<file path="config.mk">
export PLATFORM = sky130hd
export DESIGN_NAME = length_prefixed_deframer
export DESIGN_NICKNAME = d
export VERILOG_FILES = /design/src/rtl/lpd_pkg.sv /design/src/rtl/lpd_parse.sv /design/src/rtl/lpd_obuf.sv /design/src/rtl/length_prefixed_deframer.sv
export VERILOG_INCLUDE_DIRS = /design/src /design/src/rtl
export SDC_FILE = /design/constraint.sdc
export NUM_CORES = 1
export LEC_CHECK = 0
export BUFFER_PORTS_ARGS = -buffer_cell sky130_fd_sc_hd__buf_2
export CAP_MARGIN = 20
export CELL_PAD_IN_SITES_DETAIL_PLACEMENT = 2
export CELL_PAD_IN_SITES_GLOBAL_PLACEMENT = 2
export CORE_MARGIN = 3
export CORE_UTILIZATION = 46
export CTS_CLUSTER_DIAMETER = 60
export DETAILED_ROUTE_END_ITERATION = 6
export PLACE_DENSITY_LB_ADDON = 0.1
export SYNTH_ARGS = -nofsm -noshare
export SYNTH_HDL_FRONTEND = slang
export SYNTH_SLANG_ARGS = --single-unit
</file>
<file path="constraint.sdc">
create_clock -name clk -period 12.64 [get_ports clk]
set_input_delay 0.632 -clock clk [delete_from_list [all_inputs] [get_ports clk]]
set_output_delay 0.632 -clock clk [all_outputs]
set_load 0.03 [all_outputs]
</file>
<file path="src/rtl/length_prefixed_deframer_macros.svh">
// Assertion macros used by the deframer top file.
`ifndef LENGTH_PREFIXED_DEFRAMER_MACROS_SVH
`define LENGTH_PREFIXED_DEFRAMER_MACROS_SVH

`ifndef ASSERT_OFF
`define LPD_ASSERT_IMP(lbl, clk, rst, ante, cons, msg) \
  lbl: assert property (@(posedge clk) disable iff (rst) (ante) |-> (cons)) \
    else $error(msg);
`define LPD_ASSERT_NXT(lbl, clk, rst, ante, cons, msg) \
  lbl: assert property (@(posedge clk) disable iff (rst) (ante) |=> (cons)) \
    else $error(msg);
`else
`define LPD_ASSERT_IMP(lbl, clk, rst, ante, cons, msg)
`define LPD_ASSERT_NXT(lbl, clk, rst, ante, cons, msg)
`endif

`endif

</file>
<file path="src/rtl/lpd_pkg.sv">
package lpd_pkg;

  localparam int unsigned LENGTH_WIDTH = 32;
  localparam int unsigned HEADER_BYTES = 8;
  localparam int unsigned HDR_POS_W    = $clog2(HEADER_BYTES);
  localparam int unsigned HDR_W        = 8 * HEADER_BYTES;

  localparam int unsigned USER_FIRST = 0;
  localparam int unsigned USER_EMPTY = 1;

  typedef logic [LENGTH_WIDTH-1:0] len_t;
  typedef logic [HDR_POS_W-1:0]    hdr_pos_t;

  typedef struct packed {
    logic [31:0] frame_length;
    logic [31:0] message_id;
    logic [7:0]  payload_byte;
    logic        first_byte;
    logic        last_byte;
    logic        empty_frame;
  } result_t;

endpackage

</file>
<file path="src/rtl/lpd_parse.sv">
module lpd_parse (
  input  logic             clk,
  input  logic             rst,
  input  logic             in_valid,
  input  logic             in_ready,
  input  logic [7:0]       in_data,
  output logic             res_valid,
  output lpd_pkg::result_t res
);

  logic                      accept;
  lpd_pkg::hdr_pos_t         hdr_pos;
  lpd_pkg::hdr_pos_t         hdr_pos_next;
  logic                      in_payload;
  logic                      in_payload_next;
  logic                      first;
  logic                      first_next;
  lpd_pkg::len_t             left;
  lpd_pkg::len_t             left_next;
  logic [lpd_pkg::HDR_W-1:0] hdr;
  logic [lpd_pkg::HDR_W-1:0] hdr_next;
  lpd_pkg::len_t             len_now;
  logic                      hdr_done;
  logic                      pay_last;

  assign accept = in_valid && in_ready;

  always_comb begin
    hdr_next = hdr;
    if (!in_payload) begin
      hdr_next[{hdr_pos, 3'b000} +: 8] = in_data;
    end
    len_now  = hdr_next[lpd_pkg::LENGTH_WIDTH-1:0];
    hdr_done = (hdr_pos == lpd_pkg::hdr_pos_t'(lpd_pkg::HEADER_BYTES - 1));
    pay_last = (left <= lpd_pkg::len_t'(1));

    hdr_pos_next    = hdr_pos;
    in_payload_next = in_payload;
    first_next      = first;
    left_next       = left;

    res.payload_byte = in_data;
    res.message_id   = hdr_next[lpd_pkg::HDR_W-1:32];
    res.frame_length = 32'(len_now);
    res.first_byte   = first;
    res.last_byte    = pay_last;
    res.empty_frame  = 1'b0;
    res_valid        = 1'b0;

    if (in_payload) begin
      res_valid  = in_valid;
      first_next = 1'b0;
      left_next  = left - lpd_pkg::len_t'(1);
      if (pay_last) begin
        in_payload_next = 1'b0;
        hdr_pos_next    = '0;
      end
    end else if (hdr_done) begin
      hdr_pos_next = '0;
      if (len_now == '0) begin
        // A zero-length frame is reported once, on its last header byte.
        res_valid        = in_valid;
        res.payload_byte = 8'd0;
        res.first_byte   = 1'b0;
        res.last_byte    = 1'b1;
        res.empty_frame  = 1'b1;
      end else begin
        in_payload_next = 1'b1;
        first_next      = 1'b1;
        left_next       = len_now;
      end
    end else begin
      hdr_pos_next = hdr_pos + lpd_pkg::hdr_pos_t'(1);
    end
  end

  always_ff @(posedge clk) begin
    if (rst) begin
      hdr_pos    <= '0;
      in_payload <= 1'b0;
      first      <= 1'b0;
      left       <= '0;
    end else if (accept) begin
      hdr_pos    <= hdr_pos_next;
      in_payload <= in_payload_next;
      first      <= first_next;
      left       <= left_next;
    end
  end

  always_ff @(posedge clk) begin
    if (accept) begin
      hdr <= hdr_next;
    end
  end

endmodule

</file>
<file path="src/rtl/lpd_obuf.sv">
module lpd_obuf (
  input  logic             clk,
  input  logic             rst,
  input  logic             up_valid,
  input  lpd_pkg::result_t up_data,
  output logic             up_ready,
  output logic             out_valid,
  output lpd_pkg::result_t out_data,
  input  logic             dn_ready
);

  logic             skid_valid;
  lpd_pkg::result_t skid_data;
  logic             up_fire;

  assign up_ready = !skid_valid;
  assign up_fire  = up_valid && !skid_valid;

  always_ff @(posedge clk) begin
    if (rst) begin
      out_valid  <= 1'b0;
      skid_valid <= 1'b0;
    end else if (dn_ready || !out_valid) begin
      if (skid_valid) begin
        out_valid  <= 1'b1;
        skid_valid <= 1'b0;
      end else begin
        out_valid <= up_fire;
      end
    end else if (up_fire) begin
      skid_valid <= 1'b1;
    end
  end

  always_ff @(posedge clk) begin
    if (dn_ready || !out_valid) begin
      if (skid_valid) begin
        out_data <= skid_data;
      end else begin
        out_data <= up_data;
      end
    end else if (up_fire) begin
      skid_data <= up_data;
    end
  end

endmodule

</file>
<file path="src/rtl/length_prefixed_deframer.sv">
// Channel  Direction  tdata (low bit up)                       tuser / tlast
// s_axis   in         data_byte[7:0]                           none
// m_axis   out        payload_byte, message_id, frame_length   first_byte, empty_frame / last
//
// Each input byte is handled in the cycle it is accepted, one per clock while s_axis_tready is high.
// A result is registered in the output buffer before it appears on m_axis.
// A two-entry output buffer keeps s_axis_tready registered; under an output stall it drops once both entries fill.
// Reset clears the header position, the payload counter and the valid flags of both buffer entries.
`include "length_prefixed_deframer_macros.svh"

module length_prefixed_deframer (
  input  logic        clk,
  input  logic        rst,
  input  logic        s_axis_tvalid,
  output logic        s_axis_tready,
  input  logic [7:0]  s_axis_tdata,   // data_byte[7:0]
  output logic        m_axis_tvalid,
  input  logic        m_axis_tready,
  output logic [71:0] m_axis_tdata,   // payload_byte[7:0], message_id[39:8], frame_length[71:40]
  output logic [1:0]  m_axis_tuser,   // first_byte[0], empty_frame[1]
  output logic        m_axis_tlast
);

  logic             res_valid;
  lpd_pkg::result_t res;
  lpd_pkg::result_t out_res;

  lpd_parse u_parse (
    .clk       (clk),
    .rst       (rst),
    .in_valid  (s_axis_tvalid),
    .in_ready  (s_axis_tready),
    .in_data   (s_axis_tdata),
    .res_valid (res_valid),
    .res       (res)
  );

  lpd_obuf u_obuf (
    .clk       (clk),
    .rst       (rst),
    .up_valid  (res_valid),
    .up_data   (res),
    .up_ready  (s_axis_tready),
    .out_valid (m_axis_tvalid),
    .out_data  (out_res),
    .dn_ready  (m_axis_tready)
  );

  assign m_axis_tdata = {out_res.frame_length, out_res.message_id, out_res.payload_byte};
  assign m_axis_tuser[lpd_pkg::USER_FIRST] = out_res.first_byte;
  assign m_axis_tuser[lpd_pkg::USER_EMPTY] = out_res.empty_frame;
  assign m_axis_tlast = out_res.last_byte;

  `LPD_ASSERT_IMP(a_empty_shape, clk, rst, m_axis_tvalid && m_axis_tuser[lpd_pkg::USER_EMPTY], m_axis_tlast && !m_axis_tuser[lpd_pkg::USER_FIRST] && (m_axis_tdata[71:40] == 32'd0), "Empty frame result is malformed.")
  `LPD_ASSERT_IMP(a_ready_drop, clk, rst, $fell(s_axis_tready), $past(m_axis_tvalid && !m_axis_tready), "Input ready dropped without an output stall.")
  `LPD_ASSERT_NXT(a_skid_drain, clk, rst, !s_axis_tready && m_axis_tready, s_axis_tready && m_axis_tvalid, "Buffered result did not drain.")

endmodule

</file>
==> results.json, run 1 <==
{
  "cts_hold_buf": 0,
  "cts_root_buf": "clkbuf_16",
  "grtUsageTotal": 0.256,
  "multi_input_comb_area_um2": 3770,
  "critical-path-top-delay-family": "simple AND/OR/NAND/NOR gates",
  "synthesis.area_um2": 11200,
  "power_leakage_nw": 4.78,
  "fin_tns_setup_ps": 0,
  "max_stage_delay_ps": 800,
  "routed_wl_um": 33700,
  "grt_remaining_overflow": 0,
  "cp.required_ps": 12790,
  "dieWidth_um": 162,
  "drtIter0Drc": 473,
  "post_drt_wl_per_cell_um": 27.2,
  "place_congestion": 0.818,
  "placementRows": 56,
  "synthesis.nets": 841,
  "synth_cells": 822,
  "die_height_um": 162,
  "cts_setup_buffers": 0,
  "antenna_left": 0,
  "syn2layout_area_growth_pct": 14.1,
  "route.detailed.drc": 0,
  "power_density_nw_per_um2": 147,
  "cts_tree": "yes",
  "synth.yosys.warnings": 0,
  "crit_slowest_cell": "buf_4",
  "ys_seq_area_frac": 0.643,
  "final_nets": 920,
  "clock-sinks": 253,
  "postSynthAreaPerCell_um2": 13.6,
  "worst_slew_pin_slew_ps": 1080,
  "vias_per_cell": 5.96,
  "finalCritPeriodShare": 0.386,
  "htreeDepth": 1,
  "diodes": 0,
  "grt_pass1_vias": 8234,
  "ys.flop_type": "edfxtp_1",
  "drive_gt1_frac": 0.323,
  "pre_cts_ws_ps": 7700,
  "path_cells": "inv_1, ha_1, ha_1, nand3b_1, nor3_4, o2111ai_1, nand4b_1, o21bai_1, nor3b_2, buf_4",
  "final.setup.worst_slack_ps": 7760,
  "clkTransAtPathRegs_ps": 60,
  "cts_resized": 0,
  "hpwl_um": 21400,
  "ys_types": 64,
  "setup_viol": 0,
  "maxCapViolations": 0,
  "seq_area_um2": 7210,
  "die_area_um2": 26300,
  "report.final.slew_viol_count": 0,
  "hold_path.class": "in2reg",
  "startpoint_type": "flop",
  "synth-edff-count": 214,
  "port_buffers": 88,
  "cpMostUsedCell": "ha_1",
  "clock_latency_ps": 530,
  "period_needed_ps": 4880,
  "route.vias.total": 7384,
  "fmax_ghz": 0.205,
  "ir_worst_vdd_v": 0.000117,
  "crit_type": "reg2reg",
  "status": "finished, final reports clean",
  "worstPathArrival_ps": 5030,
  "nFillCells": 2266,
  "cts.path.max_buffers": 3,
  "initial_core_util": 0.473,
  "antenna_found_initial": 0,
  "synthArstFlopShare": 0,
  "timing.critical_path.buf_inv": 2,
  "firstDrtPassIters": 5,
  "ys_seq_elements": 253,
  "core_area_um2": 23700,
  "hold_viol": 0,
  "skew_ps": 8.68,
  "cp-end-kind": "flop",
  "numCtsBuffers": 27,
  "relSlewSlack": 0.281,
  "ios": 89,
  "critical_path_peak_fanout": 75,
  "rsz0062_at_grt": "false",
  "grt_max_degree": 76,
  "grt_pass1_wl_um": 51300
}
layout by cell type (no fill, tap or decap), drive strengths merged, types with 2 or more instances in the layout:
cell / count
a211o: 2
a21boi: 4
a21o: 5
a21oi: 27
a221oi: 5
a222oi: 7
a22oi: 9
a2bb2oi: 4
a31oi: 2
a32oi: 2
and2: 9
buf: 95
clkbuf: 31
clkinv: 13
dfxtp: 39
edfxtp: 214
ha: 7
inv: 20
mux2: 140
mux2i: 17
nand2: 85
nand2b: 7
nand3: 8
nand3b: 2
nand4: 6
nor2: 44
nor3: 21
nor3b: 2
nor4: 17
o21a: 2
o21ai: 29
o32ai: 2
or2: 3
or3: 9
or4: 11
registers in the layout, summed over array words and instances (netlist names):
register            flops
u_parse.left           32
u_parse.first           1
u_parse.hdr            64
u_obuf.skid_data       75
u_obuf.skid_valid       1
u_obuf.out_valid        1
u_parse.in_payload      1
u_obuf.out_data        75
u_parse.hdr_pos         3
power breakdown:
part	leakage (nW)	internal [W]	switching, W	total [W]
Sequential	2.41	0.000945	0.0000164	0.000962
Clock	0.410	0.000422	0.000328	0.000750
Combinational	1.96	0.0000547	0.000116	0.000170
Total	4.78	0.00142	0.000460	0.00188
routing by layer:
layer / share of wire / routed length, um / track usage / vias to the layer above
li1: - / - / - / 3286
met2: 0.52 / 17700 / 0.467 / 203
met3: 0.043 / 1450 / 0.0324 / 61
met1: 0.40 / 13600 / 0.316 / 3834
met5: 0 / 0 / 0 / -
met4: 0.032 / 1080 / 0.0826 / 0
logic make-up after synthesis:
kind of cell | after synthesis | synth area share
compound gates | 109 | 0.0654
xor+xnor | 2 | 0.00156
fa+ha+maj | 7 | 0.00782
buf+inv | 63 | 0.0226
flops | 253 | 0.643
mux | 157 | 0.156
simple gates | 231 | 0.104
through the flow:
| stage | hold WS, ps | power (W) | area [um^2] | cells | utilization |
|---|---|---|---|---|---|
| finish | 488 | 0.00188 | 12800 | 1239 | 0.540 |
| CTS | 476 | 0.00190 | 12800 | 1238 | 0.539 |
| floorplan | 455 | 0.00108 | 11200 | 822 | - |
| detailed placement | 494 | 0.00114 | 11900 | 1190 | 0.504 |
| global route | 531 | 0.00194 | 12800 | 1239 | 0.540 |
| global placement | 470 | 0.00113 | 11900 | 1190 | 0.504 |
worst register-to-register path: cells and delay by family (launching register included):
kind	cells	cell delay [ps]
compound gates	2	630
buf+inv	2	910
simple gates	4	1500
fa+ha+maj	2	680
flops	1	670
layout make-up:
class / instances / share of cell area
Sequential cell: 253 / 0.564
Tap cell: 319 / 0.0312
Clock buffer: 31 / 0.0556
Inverter: 18 / 0.00528
Clock inverter: 17 / 0.00910
Multi-Input combinational cell: 506 / 0.295
Timing Repair Buffer: 95 / 0.0401
worst paths after layout:
path                      startpoint              endpoint  slack [ps]  depth (start not counted)
setup / recovery  u_parse.hdr_pos[0]  u_obuf.skid_data[36]        7760                         10
hold reg to reg      u_parse.left[9]       u_parse.left[9]         500                          2
setup reg to reg  u_parse.hdr_pos[0]  u_obuf.skid_data[36]        7760                         10
hold / removal         s_axis_tvalid      u_obuf.out_valid         490                          3
synthesized netlist by cell type (3+ instances only):
| cell | count | area [um^2] |
|---|---|---|
| a21boi_0 | 4 | 30.0 |
| nand2_1 | 84 | 315 |
| a221oi_1 | 5 | 43.8 |
| nor2_1 | 44 | 165 |
| nor3_1 | 19 | 95.1 |
| or3_2 | 3 | 22.5 |
| a22oi_1 | 9 | 67.6 |
| mux2i_1 | 17 | 170 |
| ha_1 | 7 | 87.6 |
| a21oi_1 | 26 | 130 |
| dfxtp_1 | 39 | 781 |
| a222oi_1 | 7 | 70.1 |
| buf_1 | 5 | 18.8 |
| mux2_2 | 140 | 1580 |
| a2bb2oi_1 | 3 | 26.3 |
| a21o_1 | 3 | 22.5 |
| nand2b_1 | 7 | 43.8 |
| or4_1 | 9 | 67.6 |
| inv_1 | 18 | 67.6 |
| clkbuf_1 | 34 | 128 |
| o21ai_0 | 29 | 145 |
| or3_1 | 5 | 31.3 |
| or2_2 | 3 | 18.8 |
| and2_1 | 9 | 56.3 |
| buf_2 | 4 | 20.0 |
| edfxtp_1 | 214 | 6430 |
| nand3_1 | 8 | 40.0 |
| nor4_1 | 17 | 106 |
| nand4_1 | 6 | 37.5 |
(Power assumes the default switching activity.)
==> run 2, diff against run 1 <==
--- a/config.mk
+++ b/config.mk
@@ -11,7 +11,7 @@
 export CELL_PAD_IN_SITES_DETAIL_PLACEMENT = 2
 export CELL_PAD_IN_SITES_GLOBAL_PLACEMENT = 2
 export CORE_MARGIN = 3
-export CORE_UTILIZATION = 46
+export CORE_UTILIZATION = 38
 export CTS_CLUSTER_DIAMETER = 60
 export DETAILED_ROUTE_END_ITERATION = 6
 export PLACE_DENSITY_LB_ADDON = 0.1
==> constraint.sdc (replaced) <==
create_clock -name clk -period 4.47 [get_ports clk]
set_input_delay 0.2235 -clock clk [delete_from_list [all_inputs] [get_ports clk]]
set_output_delay 0.2235 -clock clk [all_outputs]
set_load 0.03 [all_outputs]
==> results.json, run 2 (synthesis results as in run 1) <==
{
  "hold_viol": 0,
  "nFillCells": 2877,
  "crit_slowest_cell": "dfxtp_2",
  "cts.path.max_buffers": 3,
  "max_stage_delay_ps": 510,
  "rsz0062_at_grt": "false",
  "grt_pass1_wl_um": 48800,
  "power_w": 0.00537,
  "hpwl_um": 20600,
  "status": "finished, final reports clean",
  "mostFrequentLayoutCells": "edfxtp_1, mux2_2, buf_2, nand2_1, nor2_1",
  "cts_setup_buffers": 0,
  "diodes": 0,
  "core_area_um2": 28900,
  "firstDrtPassIters": 7,
  "cp-end-kind": "flop",
  "final.setup.worst_slack_ps": 533,
  "relSlewSlack": 0.304,
  "place_congestion": 0.780,
  "htreeDepth": 1,
  "syn2layout_area_growth_pct": 16.0,
  "numCtsBuffers": 29,
  "cp.required_ps": 4720,
  "cts_root_buf": "clkbuf_16",
  "hold_path.class": "in2reg",
  "critical_path_peak_fanout": 20,
  "grt_remaining_overflow": 0,
  "route.vias.total": 7235,
  "maxCapViolations": 0,
  "ir_worst_vdd_v": 0.000327,
  "min_to": "u_obuf.skid_valid",
  "die_area_um2": 31600,
  "rr_startpoint": "u_parse.hdr_pos[0]",
  "r2r_slack_ps": 530,
  "worst_slew_pin_slew_ps": 1040,
  "clkTransAtPathRegs_ps": 60,
  "die_height_um": 178,
  "dr.max_layer_used": "met4",
  "startpoint_type": "flop",
  "clock-sinks": 253,
  "route.detailed.drc": 0,
  "vias_per_cell": 5.52,
  "final_common_cell": "edfxtp_1",
  "power_density_nw_per_um2": 413,
  "initial_core_util": 0.388,
  "clock_latency_ps": 550,
  "pre_cts_ws_ps": 524,
  "wl_met1_um": 13900,
  "port_buffers": 88,
  "reg.largest.list": "u_obuf.out_data (75), u_obuf.skid_data (75), u_parse.hdr (64)",
  "cts_tree": "yes",
  "post_drt_wl_per_cell_um": 23.7,
  "antenna_found_initial": 0,
  "dieWidth_um": 178,
  "grt_pass1_vias": 7852,
  "grtUsageTotal": 0.200,
  "final_nets": 928,
  "finalCritPeriodShare": 0.881,
  "ios": 89,
  "reg2reg_depth": 11,
  "grt_max_degree": 74,
  "report.final.slew_viol_count": 0,
  "drive_gt1_frac": 0.329,
  "wl_met3_um": 1300,
  "period_needed_ps": 3940,
  "placementRows": 62,
  "path_cells": "inv_4, ha_4, ha_4, nand3b_1, nor3_4, mux2i_1, nand4b_1, o21bai_1, nor3b_4, buf_12, buf_12",
  "met2_wirelength_um": 15300,
  "reg2reg_to": "u_obuf.skid_data[42]",
  "cts_hold_buf": 1,
  "crit_type": "reg2reg",
  "drtIter0Drc": 467,
  "antenna_left": 0,
  "min_from": "m_axis_tready",
  "setup_viol": 0,
  "routed_wl_um": 31000,
  "cts_resized": 0,
  "fmax_ghz": 0.254,
  "skew_ps": 8.22,
  "power_leakage_nw": 4.82,
  "worstPathArrival_ps": 4180,
  "hold-path-cell-count": 3
}
run 2: cell count changes in the layout (fill, tap and decap cells not counted), moves of 2 or more:
cell       before  now
buf_12          0    4
clkinv_2        6    2
ha_1            7    4
buf_4           6    8
clkbuf_1        2    4
clkbuf_16      27   29
clkbuf_8        2    0
ha_4            0    2
run 2: worst max path at each step:
stage                  startpoint                    to  slack (ps)  cells past startpoint
2_1_floorplan  u_parse.hdr_pos[0]   u_obuf.skid_data[0]        -130                     10
3_5_place_dp   u_parse.hdr_pos[0]  u_obuf.skid_data[48]         520                     11
3_3_place_gp   u_parse.hdr_pos[0]  u_obuf.skid_data[53]         760                     11
4_1_cts        u_parse.hdr_pos[0]  u_obuf.skid_data[37]         500                     11
6_report       u_parse.hdr_pos[0]  u_obuf.skid_data[42]         530                     11
5_1_grt        u_parse.hdr_pos[0]  u_obuf.skid_data[42]         150                     11
run 2: metal layers:
metal / up-vias / GRT usage
met4: 0 / 0.0425
li1: 3301 / -
met1: 3730 / 0.275
met2: 168 / 0.340
met3: 36 / 0.0276
met5: - / 0
run 2: area by class of cell:
class / count / area, um^2 / area share
clock buffers: 33 / 741 / 0.0570
clock inverters: 15 / 113 / 0.00866
flip-flops and latches: 253 / 7210 / 0.554
well taps: 384 / 480 / 0.0370
inverters: 18 / 70.1 / 0.00539
repair buffers: 101 / 591 / 0.0454
multi-input cells: 506 / 3800 / 0.292
run 2: worst max-delay path: cells and delay by family (launching register included):
family	cells	cell delay, ps
multiplexers	1	320
buffers and inverters	3	490
AND/OR/NAND/NOR	4	1510
AO/OA/AOI/OAI	1	300
flip-flops	1	510
adder cells (fa/ha/maj)	2	480
run 2: stage by stage:
| stage | setup TNS [ps] | utilization | hold WS [ps] | cell area, um^2 | instances |
|---|---|---|---|---|---|
| finish | 0 | 0.450 | 128 | 13000 | 1310 |
| global route | 0 | 0.450 | 157 | 13000 | 1310 |
| CTS | 0 | 0.450 | 111 | 13000 | 1310 |
| detailed placement | 0 | 0.421 | 492 | 12100 | 1261 |
| global placement | 0 | 0.421 | 463 | 12100 | 1261 |
| floorplan | -9800 | - | 408 | 11300 | 822 |
run 2: power by group:
part	switching (W)	total [W]	internal, W
Combinational	0.000318	0.000478	0.000159
Clock	0.000940	0.00218	0.00124
Sequential	0.0000390	0.00271	0.00267
==> run 3, diff against run 2 <==
--- a/config.mk
+++ b/config.mk
@@ -11,7 +11,8 @@
 export CELL_PAD_IN_SITES_DETAIL_PLACEMENT = 2
 export CELL_PAD_IN_SITES_GLOBAL_PLACEMENT = 2
 export CORE_MARGIN = 3
-export CORE_UTILIZATION = 38
+export CORE_UTILIZATION = 40
+export CTS_BUF_LIST = sky130_fd_sc_hd__clkbuf_4 sky130_fd_sc_hd__clkbuf_8
 export CTS_CLUSTER_DIAMETER = 60
 export DETAILED_ROUTE_END_ITERATION = 6
 export PLACE_DENSITY_LB_ADDON = 0.1
==> results.json, run 3 (synthesis results as in run 1) <==
{
  "hpwl_um": 20100,
  "antenna_found_initial": 1,
  "cts.path.max_buffers": 3,
  "reg2reg_depth": 10,
  "final_nets": 939,
  "cp-end-kind": "flop",
  "grt_remaining_overflow": 0,
  "syn2layout_area_growth_pct": 15.4,
  "crit_type": "reg2reg",
  "core_area_um2": 27300,
  "hold_path.class": "in2reg",
  "diodes": 0,
  "report.final.slew_viol_count": 0,
  "period_needed_ps": 4050,
  "numCtsBuffers": 44,
  "maxCapViolations": 0,
  "clock_latency_ps": 570,
  "initial_core_util": 0.411,
  "reg2reg_to": "u_obuf.skid_data[38]",
  "grt_pass1_wl_um": 50100,
  "min_to": "u_obuf.skid_valid",
  "power_density_nw_per_um2": 410,
  "firstDrtPassIters": 5,
  "startpoint_type": "flop",
  "status": "finished, final reports clean",
  "power_leakage_nw": 4.85,
  "final_common_cell": "edfxtp_1",
  "dieWidth_um": 173,
  "grt_pass1_vias": 8088,
  "clkTransAtPathRegs_ps": 60,
  "grt_max_degree": 71,
  "mostFrequentLayoutCells": "edfxtp_1, mux2_2, buf_2, nand2_1, clkbuf_8",
  "min_from": "m_axis_tready",
  "cts_tree": "yes",
  "post-route-util": 0.475,
  "cts_resized": 0,
  "hold_viol": 0,
  "clock-sinks": 253,
  "die_area_um2": 30100,
  "cts_root_buf": "clkbuf_8",
  "rsz0062_at_grt": "false",
  "grtUsageTotal": 0.212,
  "reg.largest.list": "u_obuf.out_data (75), u_obuf.skid_data (75), u_parse.hdr (64)",
  "fin_tns_setup_ps": 0,
  "hold-path-cell-count": 3,
  "route.vias.total": 7391,
  "critical_path_peak_fanout": 70,
  "place_congestion": 0.818,
  "nFillCells": 2678,
  "drive_gt1_frac": 0.352,
  "multi_input_comb_area_um2": 3810,
  "worstPathArrival_ps": 4220,
  "skew_ps": 39.0,
  "fmax_ghz": 0.247,
  "antenna_left": 0,
  "ios": 89,
  "rr_startpoint": "u_parse.hdr_pos[0]",
  "seq_area_um2": 7210,
  "finalCritPeriodShare": 0.906,
  "setup_viol": 0,
  "cp.required_ps": 4640,
  "route.detailed.drc": 0,
  "post_drt_wl_per_cell_um": 24.1,
  "placementRows": 60,
  "drtIter0Drc": 474,
  "htreeDepth": 2,
  "die_height_um": 173,
  "worst_slew_pin_slew_ps": 1000,
  "port_buffers": 88,
  "vias_per_cell": 5.57,
  "relSlewSlack": 0.332,
  "r2r_slack_ps": 420,
  "routed_wl_um": 32000,
  "ir_worst_vdd_v": 0.000237
}
[run 3: report_power, final]
part / internal [W] / switching [W]
clock network: 0.00113 / 0.000972
registers: 0.00267 / 0.0000426
logic: 0.000158 / 0.000319
[run 3: worst max path at each step]
| stage | startpoint | endpoint | slack (ps) | cells after the start |
|---|---|---|---|---|
| after floorplan | u_parse.hdr_pos[0] | u_obuf.skid_data[0] | -130 | 10 |
| after global placement | u_parse.hdr_pos[0] | u_obuf.skid_data[44] | 760 | 10 |
| after detailed placement | u_parse.hdr_pos[0] | u_obuf.skid_data[32] | 460 | 10 |
| after CTS | u_parse.hdr_pos[0] | u_obuf.skid_data[49] | 510 | 10 |
| after global routing | u_parse.hdr_pos[0] | u_obuf.skid_data[44] | 100 | 10 |
| final | u_parse.hdr_pos[0] | u_obuf.skid_data[38] | 420 | 10 |
[run 3: repair_timing]
action | 4_1_cts | 5_1_grt
hold buffers | 1 | 0
endpoints found under the hold margin | 1 | 0
buffers inserted | 0 | 0
[run 3: metrics by stage]
step / cell area (um^2) / setup WS (ps) / std cells / hold WS (ps) / power [W]
after floorplan: 11300 / -131 / 822 / 408 / 0.00307
after global placement: 12100 / 762 / 1245 / 465 / 0.00321
after detailed placement: 12100 / 464 / 1245 / 491 / 0.00324
after CTS: 12900 / 508 / 1326 / 48.5 / 0.00537
after global routing: 12900 / 101 / 1326 / 75.9 / 0.00551
final: 12900 / 420 / 1326 / 56.0 / 0.00530
[run 3: cell type report]
| type | instances | area share |
|---|---|---|
| repair buffers | 97 | 0.0404 |
| flip-flops and latches | 253 | 0.557 |
| multi-input cells | 506 | 0.295 |
| inverters | 18 | 0.00542 |
| well taps | 372 | 0.0360 |
| clock inverters | 12 | 0.00493 |
| clock buffers | 68 | 0.0612 |
[run 3: layer usage]
metal	wire length, um	global-route usage
met5	0	0
met4	715	0.0584
met3	1270	0.0296
met2	15700	0.354
met1	14300	0.292
[run 3: critical path: stages, from the launching register on]
cell and delay (ps):
dfxtp_2 510, inv_4 60, ha_4 180, ha_4 310, nand3b_1 190, nor3_4 530, mux2i_1 370, nand4b_1 340
o21bai_1 300, nor3b_4 420, buf_12 370
